--- src/tprms_pkg.sv ---
// Shared types, widths and constants of the three-phase RMS averager.
package tprms_pkg;

  localparam int AVG_SAMPLES = 16;
  localparam int AVG_SHIFT   = 4;

  localparam int NUM_PHASES = 3;
  localparam int PH_W       = 2;
  localparam int FLAG_W     = 3;
  localparam int VAL_W      = 24;
  localparam int SUM_W      = 32;
  localparam int CNT_W      = 5;
  localparam int RES_W      = 16;
  localparam int PWR_W      = 24;
  localparam int OFF_W      = 11;
  localparam int GAIN_W     = OFF_W + 1;
  localparam int CT_W       = 16;
  localparam int CFG_IDX_W  = 3;
  localparam int CFG_DATA_W = 16;

  localparam logic [PH_W-1:0] PH_LAST = PH_W'(NUM_PHASES - 1);

  // Voltage readings are accumulated times eight.
  localparam int VOLT_SCALE_SHIFT = 3;

  // Low-current thresholds chosen from the CT ratio.
  localparam logic [CT_W-1:0]  CT_LIM_LOW  = CT_W'(61);
  localparam logic [CT_W-1:0]  CT_LIM_MID  = CT_W'(201);
  localparam logic [RES_W-1:0] THR_LOW     = RES_W'(8);
  localparam logic [RES_W-1:0] THR_MID     = RES_W'(40);
  localparam logic [RES_W-1:0] THR_HIGH    = RES_W'(80);

  // Per-mille gain and the reciprocal constants of the divide by 1000.
  localparam int GAIN_UNITY      = 1000;
  localparam int DIV_PRE_SHIFT   = 3;
  localparam int Q_IN_W          = SUM_W - DIV_PRE_SHIFT;
  localparam int RECIP1_W        = 30;
  localparam int RECIP1_SHIFT    = 36;
  localparam logic [RECIP1_W-1:0] RECIP1 = 30'd549755814;
  localparam int Q_W             = 23;
  localparam int REM_W           = 10;
  localparam int LO_W            = 21;
  localparam int RECIP2_W        = 22;
  localparam int RECIP2_SHIFT    = 31;
  localparam logic [RECIP2_W-1:0] RECIP2 = 22'd2147484;

  // Register stages of the gain scaler.
  localparam int SCALE_LAT = 5;

  // Result queue depth; also the bound on items in flight.
  localparam int FIFO_DEPTH = 16;

  typedef enum logic [CFG_IDX_W-1:0] {
    REG_FULL_MODE   = 3'd0,
    REG_CT_RATIO    = 3'd1,
    REG_VOLT_OFF_A  = 3'd2,
    REG_VOLT_OFF_B  = 3'd3,
    REG_VOLT_OFF_C  = 3'd4,
    REG_CURR_OFF_A  = 3'd5,
    REG_CURR_OFF_B  = 3'd6,
    REG_CURR_OFF_C  = 3'd7
  } cfg_reg_t;

  typedef struct packed {
    logic [PH_W-1:0]          phase;
    logic [FLAG_W-1:0]        absent_flags;
    logic [VAL_W-1:0]         voltage_reading;
    logic [VAL_W-1:0]         current_reading;
    logic signed [VAL_W-1:0]  energy_reading;
  } in_item_t;

  typedef struct packed {
    logic [PH_W-1:0]          out_phase;
    logic                     block_done;
    logic [RES_W-1:0]         voltage_avg;
    logic [RES_W-1:0]         current_avg;
    logic signed [PWR_W-1:0]  power_avg;
    logic                     low_current;
  } out_item_t;

  // Per-item control traveling alongside the scaler pipeline.
  typedef struct packed {
    logic                     valid;
    logic [PH_W-1:0]          ph;
    logic                     done;
    logic signed [PWR_W-1:0]  power;
  } blk_ctl_t;

  typedef struct packed {
    logic [SUM_W-1:0] vsum;
    logic [SUM_W-1:0] csum;
    logic [SUM_W-1:0] esum;
    logic [CNT_W-1:0] cnt;
  } sums_t;

  typedef struct packed {
    logic [RES_W-1:0]         vres;
    logic [RES_W-1:0]         cres;
    logic signed [PWR_W-1:0]  pres;
  } res_t;

endpackage

--- src/tprms_scale.sv ---
// Pipelined per-mille gain scaler: result = low 16 bits of base * (1000 + offset) / 1000.
module tprms_scale
  import tprms_pkg::*;
(
  input  logic                    clk,
  input  logic [SUM_W-1:0]        base,
  input  logic signed [OFF_W-1:0] offset,
  output logic [RES_W-1:0]        result
);

  localparam int P1_W = Q_IN_W + RECIP1_W;
  localparam int HI_W = RES_W + OFF_W;
  localparam int TP_W = LO_W + RECIP2_W;

  logic signed [GAIN_W-1:0] gain;
  logic                     neg0;
  logic [OFF_W-1:0]         mag0;
  logic [P1_W-1:0]          p1;

  logic [Q_W-1:0]           q1;
  logic [SUM_W-1:0]         base1;
  logic [OFF_W-1:0]         mag1;
  logic                     neg1;
  logic [SUM_W-1:0]         diff;

  logic [REM_W-1:0]         rem2;
  logic [RES_W-1:0]         q16_2;
  logic [OFF_W-1:0]         mag2;
  logic                     neg2;
  logic [HI_W-1:0]          hi_prod;
  logic [LO_W-1:0]          lo_prod;

  logic [RES_W-1:0]         hi3;
  logic [LO_W-1:0]          lo3;
  logic                     neg3;
  logic [TP_W-1:0]          t_prod;

  logic [RES_W-1:0]         hi4;
  logic [OFF_W-1:0]         t4;
  logic                     neg4;
  logic [RES_W-1:0]         sum4;

  // Truncation toward zero: scale the magnitude, then restore the sign.
  assign gain = GAIN_W'(offset) + GAIN_W'(GAIN_UNITY);
  assign neg0 = gain[GAIN_W-1];
  assign mag0 = neg0 ? OFF_W'(-gain) : OFF_W'(gain);

  // base / 1000 = (base / 8) / 125, exact by reciprocal for a 29-bit dividend.
  assign p1 = P1_W'(base[SUM_W-1:DIV_PRE_SHIFT]) * P1_W'(RECIP1);

  assign diff    = base1 - SUM_W'(q1) * SUM_W'(GAIN_UNITY);
  assign hi_prod = HI_W'(q16_2) * HI_W'(mag2);
  assign lo_prod = LO_W'(rem2) * LO_W'(mag2);
  assign t_prod  = TP_W'(lo3) * TP_W'(RECIP2);
  assign sum4    = hi4 + RES_W'(t4);

  always_ff @(posedge clk) begin
    q1     <= p1[RECIP1_SHIFT +: Q_W];
    base1  <= base;
    mag1   <= mag0;
    neg1   <= neg0;

    rem2   <= diff[REM_W-1:0];
    q16_2  <= q1[RES_W-1:0];
    mag2   <= mag1;
    neg2   <= neg1;

    hi3    <= hi_prod[RES_W-1:0];
    lo3    <= lo_prod;
    neg3   <= neg2;

    t4     <= t_prod[RECIP2_SHIFT +: OFF_W];
    hi4    <= hi3;
    neg4   <= neg3;

    result <= neg4 ? (~sum4 + RES_W'(1)) : sum4;
  end

endmodule

--- config.mk ---
export PLATFORM = sky130hd
export DESIGN_NAME = tprms_scale
export DESIGN_NICKNAME = d
export VERILOG_FILES = /design/src/tprms_pkg.sv /design/src/tprms_scale.sv
export SDC_FILE = /design/constraint.sdc
export NUM_CORES = 2
export LEC_CHECK = 0
export ABC_AREA = 1
export ABC_CLOCK_PERIOD_IN_PS = 7100
export BUFFER_PORTS_ARGS = -buffer_cell sky130_fd_sc_hd__buf_2
export CAP_MARGIN = 20
export CORE_MARGIN = 5
export CORE_UTILIZATION = 50
export DETAILED_ROUTE_END_ITERATION = 6
export GPL_ROUTABILITY_DRIVEN = 0
export PLACE_DENSITY_LB_ADDON = 0.12
export SLEW_MARGIN = 30
export SYNTH_ARGS = -nofsm -noshare
export SYNTH_HDL_FRONTEND = slang
export SYNTH_SLANG_ARGS = --single-unit
--- constraint.sdc ---
create_clock -name clk -period 7.1 [get_ports clk]
set_input_delay 0.71 -clock clk [delete_from_list [all_inputs] [get_ports clk]]
set_output_delay 0.71 -clock clk [all_outputs]
set_load 0.005 [all_outputs]
---- Word-level counts from Yosys, hierarchy flattened ----
Cells that the tools add are included.
cells by class
  mux-type cells .......................... 2
  add/sub/neg operators ................... 5
  multipliers ............................. 5
  bitwise operators ....................... 1
operators by type and width
  kind                                                                    number
  29-bit by 29-bit multiplier with 58-bit output (second input constant)  1
  21-bit by 20-bit multiplier with 40-bit output (second input constant)  1
  23-bit by 7-bit multiplier with 7-bit output (second input constant)    1
  10-bit by 11-bit multiplier with 21-bit output                          1
  16-bit by 1-bit adder with 16-bit output (second input constant)        1
  16-bit by 11-bit adder with 16-bit output                               1
  16-bit by 11-bit multiplier with 16-bit output                          1
  16-bit two-way mux                                                      1
  16-bit inverter                                                         1
  11-bit by 11-bit adder with 12-bit output (second input constant)       1
  11-bit two-way mux                                                      1
  11-bit negator                                                          1
  10-bit subtractor                                                       1
word-level totals
  output and inout port bits .............. 16
  word-level logic and storage cells ...... 28
  bits of input ports ..................... 44
  register bits ........................... 165

---- Depth between registers and ports, before layout ----
  depth after elaboration ................. 4
  depth in mapped cells ................... 27
  depth with buffers taken out ............ 27

---- Worst setup path after synthesis ----
Ideal clock, no wire load.
  path kind ............................... input -> register
  from .................................... input base[20]
  to ...................................... register q1[8]
  path buffers ............................ 0
  stages on the path ...................... 24
  required time ........................... 7.028 ns
  path slack .............................. 1.235 ns
  arrival time ............................ 5.793 ns
  setup time .............................. 0.072 ns
  path through ............................ ha_1 > fa_1 > fa_1 > inv_1 > fa_1 > inv_1 > fa_1 > inv_1 > fa_1 > inv_1 > fa_1 > inv_1 > fa_1 > inv_1 > ha_1 > nand2_1 > nor2_1 > inv_1 > nor2_1 > inv_1 > nor3_1 > nand3_1 > o211ai_1 > xor2_1
on the way
  longest elaborated chain between the ends .. 1
RTL lines
  item                                            RTL line           RTL
  start, declared                                 tprms_scale.sv:6   input logic [SUM_W-1:0] base,
  29-bit by 29-bit multiplier with 58-bit output  tprms_scale.sv:49  assign p1 = P1_W'(base[SUM_W-1:DIV_PRE_SHIFT]) * P1_W'(RECIP1);
  via p1[44]                                      tprms_scale.sv:18  logic [P1_W-1:0] p1;
  end signal, assigned                            tprms_scale.sv:58  q1 <= p1[RECIP1_SHIFT +: Q_W];
  end, declared                                   tprms_scale.sv:20  logic [Q_W-1:0] q1;
The timed path passes the listed nets, and every way through them passes these cells.

---- Worst setup path after layout ----
  from .................................... input base[11]
  to ...................................... register q1[11]
The elaborated chain is that of the path after synthesis.

==> results.toml <==
[outcome]
status = "finished, final reports clean"

[clocking]
clk_latency_ps = 470
ctsLongestPathBuffers = 2
cts_buffers = 17
clk_pin_slew_ps = 70
cts_root_buf = "clkbuf_16"
cts_resized = 0
cts_hold_buf = 0
cts_setup_buffers = 0
cts_tree = "yes"
cts.sinks = 158
h-tree-depth = 4

[synth]
synth_ff_type = "dfxtp_1"
syn_area_per_cell_sq_um = 8.44
ys_types = 45
syn_area_sq_um = 32000
synth_area_leaders = "fa_1 (32%), ha_1 (25%), inv_1 (13%)"
async_reset_ff_frac = 0
synthMostInstantiatedCell = "inv_1"
yosysWarnings = 0
yosysSeqAreaShare = 0.0989
syn_nets = 4971
synth_seq_cells = 158
synth_edf_count = 0
netlist_instances = 3789
synth_common_cells = "inv_1 (1094), ha_1 (634), nand2_1 (614), fa_1 (504)"
yosysTopAreaCellShare = 0.316
yosys.area.top_type = "fa_1"

[placed_design]
placed_cells = 4669
dp_hpwl_mm = 72.8
numPortBuffers = 59
dp_slack_ps = 593

[final_layout]
nFillCells = 6062
fin_nets = 5024
antennaDiodeCount = 0
drive_above_1_share = 0.0353
final_cell_count_no_fill = 4701
final_util = 0.537
area_delta_synth_final_pct = 6.10

[floorplan]
start_util = 0.506
ioPinCount = 60
core_area_sq_um = 63200
dieHeight_um = 263
die_w_um = 263
dieArea_sq_um = 69100
num_rows = 92

[timing]
drv_slew = 0
period_needed_ps = 6100
fmax_mhz = 164
post-route-period-util = 0.859
fin_setup_tns_ps = 0
finalHoldViolCount = 0
setup_viol = 0
rsz0062_at_grt = "no"
worst_slack_ps = 1000
worst_pin_slew_ps = 999
slew_headroom = 0.333
fin_skew_ps = 11.8

[worst_setup_path]
critPathArrivalTime_ps = 6450
critPathKind = "in2reg"
required_ps = 7450
worst_setup_path_end_kind = "register"
start_kind = "primary input"
cp_max_fo = 11

[global_route]
antenna_found_initial = 0
first_global_vias = 25066
grt_max_degree = 21
grt_overflow = 0
grt_pass1_wl_mm = 133
grt_usage = 0.244

[detailed_routing]
route.detailed.drc = 0
vias_per_cell = 4.98
drt_pass1_iterations = 5
post_drt_wl_per_cell_um = 17.6
ant_nets = 0
drt_iter0_markers = 991
drt_wl_total_mm = 82.8
routed-via-count = 23433

[hold_path]
hold_path_class = "reg2reg"

[run]
cap_violations = 0
-- routing by layer --
metal,track usage,share of wire,vias to the layer above
li1,-,-,11557
met1,0.299,0.43,11297
met2,0.439,0.50,432
met3,0.0301,0.033,147
met4,0.0973,0.046,0
met5,0,0,-
-- layout make-up --
class,count,area [sq um],share of cell area
Inverter,1099,4130,0.122
Clock inverter,11,154,0.00454
Timing Repair Buffer,78,438,0.0129
Clock buffer,21,470,0.0139
Tap cell,846,1060,0.0312
Multi-Input combinational cell,2488,24500,0.723
Sequential cell,158,3160,0.0932
-- logic make-up (layout without fill, tap and decap cells) --
group,count (synthesis),after routing,share of synthesized area
xor+xnor,112,112,0.0309
buf+inv,1143,1209,0.134
flops,158,158,0.0989
compound gates,301,301,0.0524
fa+ha+maj,1138,1138,0.564
simple gates,937,937,0.120
-- critical path, stage by stage --
cell	delay (ps)
buf_2	320
ha_1	340
fa_1	390
fa_1	480
inv_1	50
fa_1	470
inv_1	50
fa_1	490
inv_1	50
fa_1	520
inv_1	50
fa_1	470
inv_1	50
fa_1	480
inv_1	60
ha_1	300
a21oi_1	250
o21ai_0	170
a21oi_1	240
nor2_1	60
o21ai_0	160
o211ai_1	120
xor2_1	160
-- sequential cells by signal, indices dropped and copies added (netlist names) --
| name | cells |
|---|---|
| t4 | 11 |
| q1 | 16 |
| neg2 | 1 |
| neg4 | 1 |
| base1 | 10 |
| hi3 | 16 |
| mag1 | 11 |
| result | 16 |
| hi4 | 16 |
| q16_2 | 16 |
| neg1 | 1 |
| rem2 | 10 |
| lo3 | 21 |
| neg3 | 1 |
| mag2 | 11 |
-- stage by stage --
| step | instance area [sq um] | hold WS, ps |
|---|---|---|
| after detailed placement | 33300 | 312 |
| after floorplan | 32000 | 310 |
| final | 33900 | 321 |
| after global placement | 33300 | 310 |
| after global routing | 33900 | 315 |
| after CTS | 33900 | 310 |
-- placed cells by master (no fill, tap or decap), types with 22 or more instances in the layout --
cell	instances
a21oi_1	138
buf_2	59
dfxtp_1	158
fa_1	504
ha_1	634
inv_1	1094
nand2_1	614
nand3_1	78
nand4_1	22
nor2_1	158
nor3_1	24
o21ai_0	87
xnor2_1	40
xor2_1	71
-- path summary, 6_finish.rpt --
path                  from       to  slack (ps)  cells past startpoint
setup / recovery  base[11]   q1[11]        1000                     23
hold / removal     mag1[4]  mag2[4]         320                      0
hold reg to reg    mag1[4]  mag2[4]         320                      0
setup reg to reg    lo3[7]    t4[7]        1470                     17
Power is left out: the tool's default activity adds up to more than one toggle a clock period on the data nets, which glitch-free logic cannot reach.
