==> src/tprms_pkg.sv <==
// Shared types, widths and constants of the three-phase RMS averager.
package tprms_pkg;

  localparam int AVG_SAMPLES = 16;
  localparam int AVG_SHIFT   = 4;

  localparam int NUM_PHASES = 3;
  localparam int PH_W       = 2;
  localparam int FLAG_W     = 3;
  localparam int VAL_W      = 24;
  localparam int SUM_W      = 32;
  localparam int CNT_W      = 5;
  localparam int RES_W      = 16;
  localparam int PWR_W      = 24;
  localparam int OFF_W      = 11;
  localparam int GAIN_W     = OFF_W + 1;
  localparam int CT_W       = 16;
  localparam int CFG_IDX_W  = 3;
  localparam int CFG_DATA_W = 16;

  localparam logic [PH_W-1:0] PH_LAST = PH_W'(NUM_PHASES - 1);

  // Voltage readings are accumulated times eight.
  localparam int VOLT_SCALE_SHIFT = 3;

  // Low-current thresholds chosen from the CT ratio.
  localparam logic [CT_W-1:0]  CT_LIM_LOW  = CT_W'(61);
  localparam logic [CT_W-1:0]  CT_LIM_MID  = CT_W'(201);
  localparam logic [RES_W-1:0] THR_LOW     = RES_W'(8);
  localparam logic [RES_W-1:0] THR_MID     = RES_W'(40);
  localparam logic [RES_W-1:0] THR_HIGH    = RES_W'(80);

  // Per-mille gain and the reciprocal constants of the divide by 1000.
  localparam int GAIN_UNITY      = 1000;
  localparam int DIV_PRE_SHIFT   = 3;
  localparam int Q_IN_W          = SUM_W - DIV_PRE_SHIFT;
  localparam int RECIP1_W        = 30;
  localparam int RECIP1_SHIFT    = 36;
  localparam logic [RECIP1_W-1:0] RECIP1 = 30'd549755814;
  localparam int Q_W             = 23;
  localparam int REM_W           = 10;
  localparam int LO_W            = 21;
  localparam int RECIP2_W        = 22;
  localparam int RECIP2_SHIFT    = 31;
  localparam logic [RECIP2_W-1:0] RECIP2 = 22'd2147484;

  // Register stages of the gain scaler.
  localparam int SCALE_LAT = 5;

  // Result queue depth; also the bound on items in flight.
  localparam int FIFO_DEPTH = 16;

  typedef enum logic [CFG_IDX_W-1:0] {
    REG_FULL_MODE   = 3'd0,
    REG_CT_RATIO    = 3'd1,
    REG_VOLT_OFF_A  = 3'd2,
    REG_VOLT_OFF_B  = 3'd3,
    REG_VOLT_OFF_C  = 3'd4,
    REG_CURR_OFF_A  = 3'd5,
    REG_CURR_OFF_B  = 3'd6,
    REG_CURR_OFF_C  = 3'd7
  } cfg_reg_t;

  typedef struct packed {
    logic [PH_W-1:0]          phase;
    logic [FLAG_W-1:0]        absent_flags;
    logic [VAL_W-1:0]         voltage_reading;
    logic [VAL_W-1:0]         current_reading;
    logic signed [VAL_W-1:0]  energy_reading;
  } in_item_t;

  typedef struct packed {
    logic [PH_W-1:0]          out_phase;
    logic                     block_done;
    logic [RES_W-1:0]         voltage_avg;
    logic [RES_W-1:0]         current_avg;
    logic signed [PWR_W-1:0]  power_avg;
    logic                     low_current;
  } out_item_t;

  // Per-item control traveling alongside the scaler pipeline.
  typedef struct packed {
    logic                     valid;
    logic [PH_W-1:0]          ph;
    logic                     done;
    logic signed [PWR_W-1:0]  power;
  } blk_ctl_t;

  typedef struct packed {
    logic [SUM_W-1:0] vsum;
    logic [SUM_W-1:0] csum;
    logic [SUM_W-1:0] esum;
    logic [CNT_W-1:0] cnt;
  } sums_t;

  typedef struct packed {
    logic [RES_W-1:0]         vres;
    logic [RES_W-1:0]         cres;
    logic signed [PWR_W-1:0]  pres;
  } res_t;

endpackage

==> src/tprms_accum.sv <==
// Running-sum memory with read-modify-write and block-end detection.
module tprms_accum
  import tprms_pkg::*;
(
  input  logic             clk,
  input  logic             rst,
  input  logic             take,
  input  in_item_t         item,
  input  logic             full_mode,
  output blk_ctl_t         ctl,
  output logic [SUM_W-1:0] base_v,
  output logic [SUM_W-1:0] base_c
);

  sums_t                   sums_mem [NUM_PHASES];
  logic [NUM_PHASES-1:0]   ent_valid;
  logic [PH_W-1:0]         rd_addr;
  sums_t                   rd_data;
  logic                    rd_ok;

  logic                    s1_valid;
  logic [PH_W-1:0]         s1_ph;
  logic [VAL_W-1:0]        s1_v;
  logic [VAL_W-1:0]        s1_c;
  logic signed [VAL_W-1:0] s1_e;

  logic                    fwd_valid;
  logic [PH_W-1:0]         fwd_ph;
  sums_t                   fwd_data;

  sums_t                   cur;
  sums_t                   upd;
  sums_t                   wr_data;
  logic                    done;
  logic signed [SUM_W-1:0] e_shift;
  logic                    absent_self;

  logic                    ctl_valid;
  logic [PH_W-1:0]         ctl_ph;
  logic                    ctl_done;
  logic signed [PWR_W-1:0] ctl_power;

  assign rd_addr     = (item.phase > PH_LAST) ? '0 : item.phase;
  assign absent_self = |(item.absent_flags & (FLAG_W'(1) << item.phase));

  // The entry written at the last edge is not yet visible on the read port.
  always_comb begin
    if (fwd_valid && (fwd_ph == s1_ph)) begin
      cur = fwd_data;
    end else if (rd_ok) begin
      cur = rd_data;
    end else begin
      cur = '0;
    end
    upd.vsum = cur.vsum + (SUM_W'(s1_v) << VOLT_SCALE_SHIFT);
    upd.csum = full_mode ? cur.csum + SUM_W'(s1_c) : cur.csum;
    upd.esum = full_mode ? cur.esum + SUM_W'(s1_e) : cur.esum;
    upd.cnt  = cur.cnt + CNT_W'(1);
    done     = (upd.cnt == CNT_W'(AVG_SAMPLES));
    wr_data  = done ? '0 : upd;
    e_shift  = $signed(upd.esum) >>> AVG_SHIFT;
  end

  assign ctl = '{valid: ctl_valid, ph: ctl_ph, done: ctl_done, power: ctl_power};

  always_ff @(posedge clk) begin
    if (rst) begin
      s1_valid  <= 1'b0;
      fwd_valid <= 1'b0;
      ctl_valid <= 1'b0;
      ent_valid <= '0;
    end else begin
      s1_valid  <= take;
      fwd_valid <= s1_valid;
      ctl_valid <= s1_valid;
      if (s1_valid) begin
        ent_valid[s1_ph] <= 1'b1;
      end
    end
  end

  always_ff @(posedge clk) begin
    rd_data <= sums_mem[rd_addr];
    rd_ok   <= ent_valid[rd_addr];
    if (s1_valid) begin
      sums_mem[s1_ph] <= wr_data;
    end
  end

  always_ff @(posedge clk) begin
    s1_ph     <= item.phase;
    s1_v      <= absent_self ? '0 : item.voltage_reading;
    s1_c      <= absent_self ? '0 : item.current_reading;
    s1_e      <= item.energy_reading;
    fwd_ph    <= s1_ph;
    fwd_data  <= wr_data;
    ctl_ph    <= s1_ph;
    ctl_done  <= done;
    ctl_power <= full_mode ? e_shift[PWR_W-1:0] : '0;
    base_v    <= upd.vsum >> AVG_SHIFT;
    base_c    <= full_mode ? (upd.csum >> AVG_SHIFT) : '0;
  end

endmodule

==> config.mk <==
export PLATFORM = sky130hd
export DESIGN_NAME = tprms_accum
export DESIGN_NICKNAME = d
export VERILOG_FILES = /design/src/tprms_pkg.sv /design/src/tprms_accum.sv
export SDC_FILE = /design/constraint.sdc
export NUM_CORES = 1
export LEC_CHECK = 0
export BUFFER_PORTS_ARGS = -buffer_cell sky130_fd_sc_hd__buf_2
export CORE_ASPECT_RATIO = 1.25
export CORE_MARGIN = 4
export CORE_UTILIZATION = 49
export CTS_BUF_LIST = sky130_fd_sc_hd__clkbuf_8
export DETAILED_ROUTE_END_ITERATION = 10
export PLACE_DENSITY = 0.69
export SYNTH_ARGS = -nofsm -noshare
export SYNTH_HDL_FRONTEND = slang
export SYNTH_SLANG_ARGS = --single-unit
==> constraint.sdc <==
create_clock -name clk -period 8 [get_ports clk]
set_input_delay 1.2 -clock clk [delete_from_list [all_inputs] [get_ports clk]]
set_output_delay 1.2 -clock clk [all_outputs]
set_load 0.05 [all_outputs]
## Word level (Yosys, flattened, before mapping)

Memory sizes are Yosys's and may differ from the RTL's. A register that Yosys moved wholly into a read port is not among the register bits.
Cells that the tools add are included.
Widths: inputs -> output; s select.

| storage, ports and cells | value |
|---|---|
| memories kept | 1 |
| flip-flop bits (word level) | 264 |
| bits of input ports | 81 |
| output and inout port bits | 92 |
| word-level logic and storage cells | 46 |
| memory bits (writable) | 303 |

| operators by class | value |
|---|---|
| order comparisons | 4 |
| reductions and logical operators | 3 |
| multiplexer cells | 12 |
| equality and inequality tests | 2 |
| $add $sub $neg | 4 |
| shifts and indexed selects | 1 |
| bitwise gates (word level) | 2 |

Memories:

| memory | words | width | rd ports | clocked after Yosys merged registers in | write ports | line | RTL |
|---|---|---|---|---|---|---|---|
| sums_mem | 3 | 101 | 1 | 1 | 1 | tprms_accum.sv:15 | `sums_t sums_mem [NUM_PHASES];` |

Operators with widths:

| cell | count |
|---|---|
| $mux 101 | 3 |
| $mux 32 | 2 |
| $add 32x24->32 | 1 |
| $add 32x27->32 | 1 |
| $add 32x32->32 | 1 |
| $lt 2x3->1 const B | 2 |
| $add 5x1->5 const B | 1 |
| $eq 5x5->1 const B | 1 |
| $mux 1 | 4 |
| $and 3x3->3 | 1 |
| $or 3x3->3 | 1 |
| $reduce_or 3->1 | 1 |
| $shl 1x2->3 const A | 1 |
| $bmux 1 s2 | 1 |
| $demux 1 s2 | 1 |
| $eq 2x2->1 | 1 |
| $ge 2x1->1 const B | 1 |
| $gt 2x2->1 const B | 1 |
| $logic_and 1x1->1 | 2 |
| $mux 2 | 1 |

## Logic depth before layout (Yosys ltp)

| logic depth | value |
|---|---|
| depth after elaboration | 6 |
| gate-level depth with buffers | 19 |
| mapped depth without buffers | 15 |

## Least setup slack after synthesis

Ideal clock, no wire load.

| timing path | value |
|---|---|
| path type | register to register |
| start point | register s1_ph[0] |
| end point | memory sums_mem[0][0] (netlist bit), enable pin |
| data arrival time | 7259 ps |
| cell stages (with the launch flop) | 2 |
| setup time | 683 ps |
| slack | 58 ps |
| path buffers | 0 |
| required time | 7317 ps |
| clock period less this slack | 7942 ps |
| cells stage by stage | dfxtp_1 > nor3b_1 |

RTL lines:

| element | line | RTL |
|---|---|---|
| start: declaration | tprms_accum.sv:22 | `logic [PH_W-1:0] s1_ph;` |
| start signal: assignment | tprms_accum.sv:91 | `s1_ph <= item.phase;` |
| end: declaration | tprms_accum.sv:15 |  |

Straight into the memory's write port.

==> flow_summary.toml <==
[worst_setup_path]
crit_type = "flop to flop"
cp.required_ns = 8.37
critPathBufInv = 1
path_cells = "xnor2_2, nand3_4, buf_4, nand3_1, nand2_1, ha_1, a211o_1, a211oi_1, o21a_1, o21ai_0, a2111oi_1, nor4_1, nand3_1, a21oi_1"
arrival_ns = 5.80
r2r_slack_ns = 2.57
rr_worst_depth = 14
critPathSlowestCell = "a2111oi_1"
cpPeakStageDelay_ns = 0.99
path_delay_family = "compound AO/OA/AOI/OAI gates"
cp_max_fo = 49
r2r_start = "s1_ph[1]"
regToRegEndpoint = "sums_mem[2][68]"
cp_common_cell = "nand3_1"
start_kind = "flop"
cp-end-kind = "flop"

[cts]
clock_sinks = 633
postCtsHoldBufs = 0
insertion_delay_ns = 0.68
clk_pin_slew_ns = 0.06
cts_tree = "built"
post_cts_resized = 0
post_cts_buffers = 0
cts_buffers = 94
cts-htree-levels = 3
cts_buffer_depth = 3
cts_root_buffer = "clkbuf_8"

[power]
powerDensity_nw_per_um2 = 256
p_leak_nw = 12.0
peakVddDrop_mv = 0.143

[detailed_routing]
drc = 0
drtIter0Drc = 1071
postRouteWirelength_mm = 57.9
vias_per_cell = 5.48
first_pass_iters = 5
ant_nets = 0
wl_per_cell_um = 17.8
vias = 17900

[grt]
grt.total_usage_pct = 20.0
overflow = 0
antenna_found_initial = 2
grt_start_max_net_pins = 103
grt_pass1_wl_mm = 93.1
grt_pass1_vias = 18100

[finish]
final-instance-count-excl-fill = 3260
drive_above_1_share_pct = 13.3
nets = 2672
final_cell_mix = "dfxtp_1, edfxtp_1, nand2_1, a21oi_1, nor2b_1"
design_area_um2 = 29300
area.growth.synth_to_final_pct = 12.6
final_common_cell = "dfxtp_1"
final_core_util_pct = 55.7

[yosys]
async_flop_share_pct = 0
synthFlopType = "dfxtp_1"
synth_mux_area_share_pct = 4.16
synthCells = 2352
syn_area_per_cell_um2 = 11.1
synth_edf_count = 282
synth_top_family_by_area = "simple AND/OR/NAND/NOR gates"
ys_seq_area_share_pct = 59.6
ys_types = 66
synthAdderAreaFrac_pct = 4.18
synth_xor_area_share_pct = 2.11
yosys.area_share.simple_pct = 14.9
netlist_area_um2 = 26000
ys_warn_count = 0
synth-compound-area-share_pct = 12.6
yosys_register_bits = 633

[hold_path]
hp-class = "flop to flop"
min_to = "ctl_ph[0]"
whs_path_depth = 0
min_from = "s1_ph[0]"

[floorplan]
io_pins = 173
die_area_um2 = 56800
core_um2 = 52600
initial_core_util_pct = 49.5
die_w_um = 214
rows = 94
die_y_um = 266

[sta]
setup_viol = 0
layout_worst_path_cycle_share_pct = 67.9
slew_headroom_pct = 18.9
fin_setup_tns_ns = 0
worst_slew_pin_slew_ns = 1.21
rsz0062_at_grt = "no"
finalMaxSlewViolations = 0
finalCriticalPeriod_ns = 5.43
max_freq_mhz = 184
fin_skew_ns = 0.0245
finalHoldViolations = 0
setup_ws_ns = 2.57

[outcome]
status = "complete, no violations"

[place]
gp_congestion = 0.886
dp_hpwl_mm = 35.9
numPortBuffers = 164
pre_cts_slack_ns = 2.43
placed_cell_area_um2 = 27400
placed_cells = 3082

[run]
max_cap_viol_count = 0
state kept, by name, summed over array words and instances (netlist names), 28 cells and up:
register	cells
sums_mem	282
base_v	28
rd_data	94
fwd_data	94
base_c	28
area by class of cell:
cell class / instances / area (µm²)
flip-flops and latches: 633 / 15500
clock buffers: 120 / 1650
clock inverters: 57 / 265
repair buffers: 185 / 997
well taps: 672 / 841
fillers: 4394 / 23300
inverters: 23 / 86.3
diodes: 1 / 2.50
multi-input cells: 1569 / 9950
metal layers:
layer	GRT usage, %	wire (µm)	vias to the layer above
met2	34.9	28100	413
met1	25.4	25500	8565
li1	-	-	8785
met5	0	0	-
met4	6.63	1360	0
met3	3.46	2880	93
how the worst max path moves through the flow:
stage | from | end | slack, ns | depth (start not counted)
floorplan | s1_ph[0] | sums_mem[0][0] | 0.06 | 1
global placement | s1_ph[1] | sums_mem[0][68] | 2.55 | 14
detailed placement | s1_ph[1] | sums_mem[0][68] | 2.43 | 14
CTS | s1_ph[1] | sums_mem[2][68] | 2.39 | 14
global route | s1_ph[1] | sums_mem[1][67] | 2.10 | 16
finish | s1_ph[1] | sums_mem[2][68] | 2.57 | 14
kinds of logic after synthesis:
| logic type | count (synthesis) |
|---|---|
| buffers and inverters | 157 |
| adder cells (fa/ha/maj) | 85 |
| XOR/XNOR | 61 |
| multiplexers | 108 |
| other | 1 |
| AND/OR/NAND/NOR | 789 |
| AO/OA/AOI/OAI | 518 |
| flip-flops | 633 |
cell usage after synthesis (22+ instances only):
cell type  number  area, µm²
clkbuf_1       99        372
nor2_1        136        510
inv_1          22       82.6
a21oi_1       215       1080
nor2b_1       169       1060
a211oi_1      111        833
o21ai_0        57        285
nor3_1         39        195
dfxtp_1       351       7030
xnor2_1        38        333
a21o_1         24        180
nand2_1       231        867
mux2i_1       107       1070
nand3_1       112        561
ha_1           82       1030
edfxtp_1      282       8470
metrics by stage:
stage | power, mW | hold slack (ns)
floorplan | 4.68 | 0.403
global placement | 4.95 | 0.418
detailed placement | 4.98 | 0.434
CTS | 7.58 | 0.443
global route | 7.86 | 0.459
finish | 7.50 | 0.443
where the power goes:
part,internal [mW],leakage [nW],switching [mW],total [mW]
Combinational,0.356,5.35,0.786,1.14
Sequential,3.69,5.54,0.0890,3.77
Clock,1.38,1.13,1.20,2.58
Total,5.42,12.0,2.07,7.50
Power figures use the tool's default switching activity.
