### src/tprms_pkg.sv
// Shared types, widths and constants of the three-phase RMS averager.
package tprms_pkg;

  localparam int AVG_SAMPLES = 16;
  localparam int AVG_SHIFT   = 4;

  localparam int NUM_PHASES = 3;
  localparam int PH_W       = 2;
  localparam int FLAG_W     = 3;
  localparam int VAL_W      = 24;
  localparam int SUM_W      = 32;
  localparam int CNT_W      = 5;
  localparam int RES_W      = 16;
  localparam int PWR_W      = 24;
  localparam int OFF_W      = 11;
  localparam int GAIN_W     = OFF_W + 1;
  localparam int CT_W       = 16;
  localparam int CFG_IDX_W  = 3;
  localparam int CFG_DATA_W = 16;

  localparam logic [PH_W-1:0] PH_LAST = PH_W'(NUM_PHASES - 1);

  // Voltage readings are accumulated times eight.
  localparam int VOLT_SCALE_SHIFT = 3;

  // Low-current thresholds chosen from the CT ratio.
  localparam logic [CT_W-1:0]  CT_LIM_LOW  = CT_W'(61);
  localparam logic [CT_W-1:0]  CT_LIM_MID  = CT_W'(201);
  localparam logic [RES_W-1:0] THR_LOW     = RES_W'(8);
  localparam logic [RES_W-1:0] THR_MID     = RES_W'(40);
  localparam logic [RES_W-1:0] THR_HIGH    = RES_W'(80);

  // Per-mille gain and the reciprocal constants of the divide by 1000.
  localparam int GAIN_UNITY      = 1000;
  localparam int DIV_PRE_SHIFT   = 3;
  localparam int Q_IN_W          = SUM_W - DIV_PRE_SHIFT;
  localparam int RECIP1_W        = 30;
  localparam int RECIP1_SHIFT    = 36;
  localparam logic [RECIP1_W-1:0] RECIP1 = 30'd549755814;
  localparam int Q_W             = 23;
  localparam int REM_W           = 10;
  localparam int LO_W            = 21;
  localparam int RECIP2_W        = 22;
  localparam int RECIP2_SHIFT    = 31;
  localparam logic [RECIP2_W-1:0] RECIP2 = 22'd2147484;

  // Register stages of the gain scaler.
  localparam int SCALE_LAT = 5;

  // Result queue depth; also the bound on items in flight.
  localparam int FIFO_DEPTH = 16;

  typedef enum logic [CFG_IDX_W-1:0] {
    REG_FULL_MODE   = 3'd0,
    REG_CT_RATIO    = 3'd1,
    REG_VOLT_OFF_A  = 3'd2,
    REG_VOLT_OFF_B  = 3'd3,
    REG_VOLT_OFF_C  = 3'd4,
    REG_CURR_OFF_A  = 3'd5,
    REG_CURR_OFF_B  = 3'd6,
    REG_CURR_OFF_C  = 3'd7
  } cfg_reg_t;

  typedef struct packed {
    logic [PH_W-1:0]          phase;
    logic [FLAG_W-1:0]        absent_flags;
    logic [VAL_W-1:0]         voltage_reading;
    logic [VAL_W-1:0]         current_reading;
    logic signed [VAL_W-1:0]  energy_reading;
  } in_item_t;

  typedef struct packed {
    logic [PH_W-1:0]          out_phase;
    logic                     block_done;
    logic [RES_W-1:0]         voltage_avg;
    logic [RES_W-1:0]         current_avg;
    logic signed [PWR_W-1:0]  power_avg;
    logic                     low_current;
  } out_item_t;

  // Per-item control traveling alongside the scaler pipeline.
  typedef struct packed {
    logic                     valid;
    logic [PH_W-1:0]          ph;
    logic                     done;
    logic signed [PWR_W-1:0]  power;
  } blk_ctl_t;

  typedef struct packed {
    logic [SUM_W-1:0] vsum;
    logic [SUM_W-1:0] csum;
    logic [SUM_W-1:0] esum;
    logic [CNT_W-1:0] cnt;
  } sums_t;

  typedef struct packed {
    logic [RES_W-1:0]         vres;
    logic [RES_W-1:0]         cres;
    logic signed [PWR_W-1:0]  pres;
  } res_t;

endpackage

### src/tprms_result.sv
// Averaged-result memory, low-current check and result assembly.
module tprms_result
  import tprms_pkg::*;
(
  input  logic             clk,
  input  logic             rst,
  input  logic [PH_W-1:0]  rd_ph,
  input  blk_ctl_t         ctl,
  input  logic [RES_W-1:0] scale_v,
  input  logic [RES_W-1:0] scale_c,
  input  logic [CT_W-1:0]  ct_ratio,
  output logic             push,
  output out_item_t        item
);

  res_t                  res_mem [NUM_PHASES];
  logic [NUM_PHASES-1:0] ent_valid;
  logic [PH_W-1:0]       rd_addr;
  res_t                  rd_data;
  logic                  rd_ok;

  logic                  fwd_valid;
  logic [PH_W-1:0]       fwd_ph;
  res_t                  fwd_data;

  res_t                  cur;
  res_t                  upd;
  logic [RES_W-1:0]      thr;
  logic                  wr_en;

  assign rd_addr = (rd_ph > PH_LAST) ? '0 : rd_ph;
  assign wr_en   = ctl.valid && ctl.done;
  assign push    = ctl.valid;

  always_comb begin
    if (fwd_valid && (fwd_ph == ctl.ph)) begin
      cur = fwd_data;
    end else if (rd_ok) begin
      cur = rd_data;
    end else begin
      cur = '0;
    end
    if (ct_ratio < CT_LIM_LOW) begin
      thr = THR_LOW;
    end else if (ct_ratio < CT_LIM_MID) begin
      thr = THR_MID;
    end else begin
      thr = THR_HIGH;
    end
    upd = ctl.done ? res_t'{vres: scale_v, cres: scale_c, pres: ctl.power} : cur;
  end

  // The low-current flag looks at the current average from before this item.
  assign item = '{out_phase:   ctl.ph,
                  block_done:  ctl.done,
                  voltage_avg: upd.vres,
                  current_avg: upd.cres,
                  power_avg:   upd.pres,
                  low_current: (cur.cres < thr)};

  always_ff @(posedge clk) begin
    if (rst) begin
      fwd_valid <= 1'b0;
      ent_valid <= '0;
    end else begin
      fwd_valid <= wr_en;
      if (wr_en) begin
        ent_valid[ctl.ph] <= 1'b1;
      end
    end
  end

  always_ff @(posedge clk) begin
    rd_data <= res_mem[rd_addr];
    rd_ok   <= ent_valid[rd_addr];
    if (wr_en) begin
      res_mem[ctl.ph] <= upd;
    end
    fwd_ph   <= ctl.ph;
    fwd_data <= upd;
  end

endmodule

### config.mk
export PLATFORM = sky130hd
export DESIGN_NAME = tprms_result
export DESIGN_NICKNAME = d
export VERILOG_FILES = /design/src/tprms_pkg.sv /design/src/tprms_result.sv
export SDC_FILE = /design/constraint.sdc
export NUM_CORES = 1
export LEC_CHECK = 0
export ABC_AREA = 1
export ABC_CLOCK_PERIOD_IN_PS = 6700
export BUFFER_PORTS_ARGS = -buffer_cell sky130_fd_sc_hd__buf_2
export CAP_MARGIN = 20
export CORE_MARGIN = 2
export CORE_UTILIZATION = 40
export CTS_BUF_LIST = sky130_fd_sc_hd__clkbuf_4
export CTS_CLUSTER_DIAMETER = 50
export DETAILED_ROUTE_END_ITERATION = 6
export SYNTH_ARGS = -nofsm -noshare
export SYNTH_HDL_FRONTEND = slang
export SYNTH_SLANG_ARGS = --single-unit
export TNS_END_PERCENT = 5
### constraint.sdc
create_clock -name clk -period 6.7 [get_ports clk]
set_clock_uncertainty 0.2 [all_clocks]
set_input_delay 0.67 -clock clk [delete_from_list [all_inputs] [get_ports clk]]
set_output_delay 0.67 -clock clk [all_outputs]
set_load 0.05 [all_outputs]
# After elaboration in Yosys (flattened, before gate mapping)
# Memory sizes are Yosys's and may differ from the RTL's. A register that Yosys moved wholly into a read port is not among the register bits.
# Cells that the tools add are included.
# word_totals
reg_bits	63
mem_bits_rw	168
in_bits	80
output_inout_bits	61
wordCells	32
mem_count	1
# memory_table
name	words	word_bits	rd	rd_clocked_by_memory_dff	write_ports	line	text
res_mem	3	56	1	1	1	tprms_result.sv:16	res_t res_mem [NUM_PHASES];
# op_classes
order_cmp	7
eq_ne	1
muxes	12
n_bitwise	1
n_reduce_logical	3
# op_table
operator	count
$mux W56	3
$lt A16 B16 Y1	1
$lt A16 B6 Y1 const B	1
$lt A16 B8 Y1 const B	1
$mux W7	2
$lt A2 B3 Y1 const B	2
$mux W1	4
$logic_and A1 B1 Y1	3
$or A3 B3 Y3	1
$bmux W1 S2	1
$demux W1 S2	1
$eq A2 B2 Y1	1
$ge A2 B1 Y1 const B	1
$gt A2 B2 Y1 const B	1
$mux W2	1

# Depth between registers and ports, before layout
# Gate-level depths: netlist (run 1).
# logic_depth
ltp_word	5
depth_mapped	13
depth_no_buf	12

# Worst setup path after synthesis (run 1)
# OpenSTA, ideal clock, no wires.
# synth_path
kind	in2reg
from	in ctl[25] in the netlist's numbering
to	mem res_mem[0][0] in the netlist's numbering (enable)
setup_ns	0.542
arrival_ns	4.638
required_ns	5.958
path_slack_ns	1.320
stages	1
path_buffers	0
cell_sequence	nor3_1
# synth_rtl
item	line	text
start, declared	tprms_result.sv:8	input blk_ctl_t ctl,
end, declared	tprms_result.sv:16	
# Straight into the memory's write port.

==> results of run 1 <==
[cell usage in the layout (no fill, tap or decap)]
cell type,instances
dlygate4sd3_1,2
edfxtp_1,168
clkinv_1,13
buf_2,140
or2_2,1
nand2_2,1
o21ai_0,10
o22ai_1,2
ha_1,3
o31ai_1,1
nand3b_1,6
diode_2,2
nor2_4,3
nand3_2,1
dfxtp_2,1
nor2_2,1
clkbuf_4,112
bufinv_16,1
dfxtp_1,118
o211ai_1,1
clkinv_2,6
nand4_1,1
nor3_1,2
inv_1,20
a21oi_1,4
nand2_1,231
inv_2,3
nand3_1,150
a31oi_1,47
nor3_2,3
buf_4,11
nor2_1,67
[critical path: cells and delay by family]
| family | cells | cell delay, ns |
|---|---|---|
| AO/OA/AOI/OAI | 2 | 0.67 |
| buffers and inverters | 5 | 1.69 |
| AND/OR/NAND/NOR | 3 | 0.96 |
[sequential cells by signal, indices dropped and copies added, names as in the netlist]
signal / cells
ent_valid: 3
fwd_data: 56
fwd_ph: 2
fwd_valid: 1
rd_data: 56
rd_ok: 1
res_mem: 168
[kinds of logic after synthesis]
group / Yosys count / synth area share
AOI/OAI and AO/OA: 65 / 0.0383
adders and majority gates: 3 / 0.00367
buffers and inverters: 79 / 0.0381
DFF: 287 / 0.726
and+or+nand+nor: 467 / 0.194
[routing by layer]
metal,wire length [um],vias up
li1,-,3514
met1,10000,3388
met2,11700,199
met3,1250,27
met4,333,0
met5,0,-
[where the power goes]
part           total, uW  switching (uW)  internal [uW]
clock network       1470             663            803
registers           1970            20.2           1950
logic                331             254           76.9
[worst min path at each step]
stage / start / end
finish: rst / ent_valid[2]$_SDFFE_PP0P_
global route: rst / ent_valid[0]$_SDFFE_PP0P_
CTS: rst / ent_valid[2]$_SDFFE_PP0P_
detailed placement: res_mem[0][40]$_DFFE_PP_ / rd_data[40]$_DFF_P_
global placement: res_mem[0][25]$_DFFE_PP_ / rd_data[25]$_DFF_P_
floorplan: res_mem[0][0]$_DFFE_PP_ / rd_data[0]$_DFF_P_
[layout make-up]
type	count	area, sq um	area share
inverter	23	87.6	0.00722
tap	330	413	0.0340
timing repair buffer	153	803	0.0662
clock buffer	112	841	0.0693
clock inverter	20	108	0.00887
multi-input combinational	535	2450	0.202
sequential	287	7430	0.612
antenna	2	5.00	0.000412
[metrics by stage]
step / setup slack [ns] / std cells
final: 1.82 / 1462
after global routing: 1.54 / 1462
after detailed placement: 2.32 / 1326
after floorplan: 1.32 / 901
after CTS: 1.82 / 1460
after global placement: 2.43 / 1326
==> results.cfg, run 1 <==
[layout]
post-route-util = 0.482
fillCellCount = 2337
drive_above_1_share = 0.251
area_delta_synth_final_pct = 18.6
nNetsFinal = 1157
fin_area_sq_um = 12100

[global_routing]
overflow = 0
grt_antenna_before_repair = 1
met1_usage = 0.219
grt_pass1_wl_mm = 36.2
grt_util_met3 = 0.0402
first_global_vias = 6892
gr-usage-met2 = 0.302
grt.busiest_layer = met2
track_usage = 0.176
grt_max_degree = 60

[yosys]
synth.distinct_cells = 25
syn-cell-area_sq_um = 10200
avgSynthCellArea_sq_um = 11.4
yosys_register_bits = 287
synth_edf_count = 168
synth.top_cell.area_share = 0.493
synth_warnings = 0
synth.area.top_cells = edfxtp_1 (49%), dfxtp_1 (23%), nand2_1 (8.5%)
async_flop_share = 0
synth_top_cells_by_count = nand2_1 (232), edfxtp_1 (168), nand3_1 (150), dfxtp_1 (119), nor2_1 (68)
yosysMostFrequentCell = nand2_1
yosys.area.top_type = edfxtp_1
synthCells = 901
yosysSeqAreaShare = 0.726
syn-num-nets = 984
synth_flop_cell = edfxtp_1

[power]
powerDensity_nw_per_um2 = 310
ir_worst_vdd_uv = 146
leakage_uw = 0.00486
power.total_uw = 3770

[route]
firstDrtPassIters = 4
via_count = 7128
wl_per_cell_um = 15.9
routed_wirelength_mm = 23.3
ant_nets = 0
drt_iter0_drc = 371
drc = 0
vias_per_cell = 4.88

[cts]
cts_buffers = 74
cts_tree = done
cts_setup_buffers = 0
clockBufferDepth = 3
clock_sink_count = 287
clk_latency_ns = 0.63
h-tree-depth = 3
clkTransAtPathRegs_ns = 0.06
clock-root-buffer = clkbuf_4
cts_resized = 0
cts_hold_buffers = 2

[worst_setup_path]
crit_slowest_cell = nand3_2
crit_start = ctl[25]
ff2ff_path_depth = 6
max_stage_delay_ns = 0.81
r2r_slack_ns = 3.65
cp-endpoint = item[37]
worstPathArrival_ns = 4.01
rr_startpoint = fwd_ph[0]$_DFF_P_
endpoint_kind = primary output
cp_max_fo = 41
required_ns = 5.83
r2r-end = res_mem[1][36]$_DFFE_PP_
path_cells = dlygate4sd3_1 > buf_2 > inv_2 > a21oi_1 > nand3_2 > buf_4 > nand2_1 > nand2_1 > o21ai_0 > buf_2
critical_path_class = input port to primary output
critPathLaunchType = input port

[timing]
hold_viol = 0
setup_violations = 0
min_period_ns = 4.88
worst_pin_slew_ns = 1.05
rsz0062_at_grt = no
fmax_ghz = 0.205
slew_headroom = 0.297
post-route-period-util = 0.729
holdWs_ns = 0.0902
slew_viol_final = 0
tns_ns = 0

[die]
die_y_um = 164
num_io_pins = 141
start_util = 0.406
rows = 58
core_area_sq_um = 25200
die-width_um = 164
dieArea_sq_um = 26900

[job]
drv_cap = 0

[placed_design]
dpl_cell_area_sq_um = 11200
io_buffers = 140
gp_congestion = 0.734
dp_hpwl_mm = 12.7

[min_path]
hold_depth = 2
hold_path_class = input port to register

[run_status]
status = finished, final reports clean
(Power assumes the default switching activity.)
==> run 2: changes to the inputs <==
- ABC_CLOCK_PERIOD_IN_PS: 6700 -> 4950
- clock period: 6.7 -> 4.95 ns (I/O delays scaled with it)
==> run 2 against run 1 <==
Compared with the run above: largest cell class unchanged; wire length shrank 0.68%; largest power group unchanged; global-route usage down 0.25 points; clock power increased by 33%; critical path type unchanged; critical path depth grew 5; combinational power rose by 44%; utilization is 1.9 points higher; worst setup slack worse by 0.94 ns.
==> results.cfg, run 2 (same netlist as run 1, synthesis figures left out) <==
[timing]
min_period_ns = 4.07
hold_viol = 0
worst_pin_slew_ns = 0.912
slew_viol_final = 0
setup_violations = 0
slew_headroom = 0.392
tns_ns = 0
fmax_ghz = 0.246
rsz0062_at_grt = no
post-route-period-util = 0.823

[route]
via_count = 7237
drc = 0
routed_wirelength_mm = 23.1
vias_per_cell = 4.79
wl_per_cell_um = 15.3
firstDrtPassIters = 5
drt_iter0_drc = 422
ant_nets = 0

[job]
drv_cap = 0

[worst_setup_path]
path_cells = dlygate4sd3_1 > buf_2 > inv_2 > a21oi_1 > nand3_2 > buf_4 > nand3_1 > nand2_1 > ha_1 > a21oi_1 > o211ai_1 > inv_1 > nand2_1 > nor2_1 > buf_2
critPathLaunchType = input port
cp_max_fo = 21
path_depth = 15
cp-endpoint = item[0]
r2r_slack_ns = 2.44
worstPathArrival_ns = 3.38
max_stage_delay_ns = 0.53
crit_buf_inv = 6
critical_path_class = input port to primary output
endpoint_kind = primary output
ff2ff_path_depth = 6
cp_top_family = buffers and inverters
crit_start = ctl[25]
required_ns = 4.26
r2r-end = res_mem[2][17]$_DFFE_PP_
rr_startpoint = fwd_ph[0]$_DFF_P_
crit_slowest_cell = dlygate4sd3_1

[cts]
cts_buffers = 72
clockBufferDepth = 3
cts_tree = done
clk_latency_ns = 0.65
h-tree-depth = 3
clock_sink_count = 287
cts_resized = 0
clock-root-buffer = clkbuf_4
clkTransAtPathRegs_ns = 0.06

[layout]
post-route-util = 0.501
nNetsFinal = 1203
fillCellCount = 2278
final_cell_mix = nand2_1 (231), edfxtp_1 (168), nand3_1 (150)
layout_commonest_cell = nand2_1
drive_above_1_share = 0.238
area_delta_synth_final_pct = 23.3
max_flop_register = res_mem
largest_reg_flops = 168
largest_registers = res_mem (168), fwd_data (56), rd_data (56)

[die]
core_area_sq_um = 25200
rows = 58
die-width_um = 164
die_y_um = 164
num_io_pins = 141
start_util = 0.406
dieArea_sq_um = 26900

[power]
ir_worst_vdd_uv = 224
leakage_uw = 0.00505
powerDensity_nw_per_um2 = 405

[min_path]
hold_path_class = input port to register

[global_routing]
grt_antenna_before_repair = 1
overflow = 0
grt_pass1_wl_mm = 35.8
first_global_vias = 6875
grt_max_degree = 58
track_usage = 0.174

[placed_design]
io_buffers = 140
gp_congestion = 0.706
dp_hpwl_mm = 12.5

[run_status]
status = finished, final reports clean
[run 2: cell types whose count changed in the layout (fill, tap and decap cells not counted)]
cell / delta
buf_12: +1
dlygate4sd3_1: +46
clkinv_2: -6
clkinv_1: +6
nor3_2: -1
buf_4: +1
nor3_4: +1
inv_2: +2
clkbuf_4: -3
clkinvlp_4: +2
diode_2: -1
[run 2: worst min-delay path by stage]
stage	depth (start not counted)	slack [ns]	endpoint	from
6_report	3	0.06	fwd_data[37]$_DFF_P_	scale_c[13]
5_1_grt	3	0.04	fwd_data[37]$_DFF_P_	scale_c[13]
4_1_cts	3	0.01	fwd_data[5]$_DFF_P_	ctl[5]
3_5_place_dp	2	0.23	rd_data[20]$_DFF_P_	res_mem[0][20]$_DFFE_PP_
3_3_place_gp	2	0.23	rd_data[33]$_DFF_P_	res_mem[0][33]$_DFFE_PP_
2_1_floorplan	2	0.22	rd_data[0]$_DFF_P_	res_mem[0][0]$_DFFE_PP_
[run 2: metal layers]
layer | share of wire | track usage | vias to the layer above
met3 | 0.063 | 0.0439 | 30
met4 | 0.015 | 0.0626 | 0
met2 | 0.48 | 0.292 | 218
li1 | - | - | 3616
met1 | 0.44 | 0.218 | 3373
met5 | 0 | 0 | -
[run 2: cell type report]
type / count / area [sq um] / area share
Inverter: 23 / 86.3 / 0.00684
Multi-Input combinational cell: 535 / 2460 / 0.195
Clock inverter: 24 / 124 / 0.00981
Timing Repair Buffer: 201 / 1290 / 0.102
Antenna cell: 1 / 2.50 / 0.000198
Sequential cell: 287 / 7430 / 0.589
Clock buffer: 109 / 818 / 0.0648
Tap cell: 330 / 413 / 0.0327
[run 2: through the flow]
stage / hold slack, ns / area [sq um] / cells / power, uW / worst slack (ns)
final: 0.0565 / 12600 / 1510 / 5110 / 0.877
after global routing: 0.0413 / 12600 / 1510 / 5350 / 0.545
after CTS: 0.0109 / 12600 / 1509 / 5180 / 0.835
after detailed placement: 0.229 / 11200 / 1328 / 3170 / 1.36
after global placement: 0.226 / 11200 / 1328 / 3170 / 1.39
after floorplan: 0.222 / 10200 / 901 / 3030 / -0.255
[run 2: power by group]
| part | switching [uW] | internal (uW) |
|---|---|---|
| sequential | 29.0 | 2640 |
| clock | 900 | 1060 |
| combinational | 346 | 129 |
| total | 1280 | 3830 |
[run 2: timing repair]
action                    CTS  global route
buffers inserted            0             0
hold buffers               48             0
hold endpoints to repair   50             0
[run 2: worst reg2reg max path, stage by stage, from the launching register on]
cell and delay [ns]:
dfxtp_1 0.34, nand2_1 0.07, nand2_1 0.08, nor2_4 0.55, buf_4 0.39, nand3_1 0.11, a31oi_1 0.49
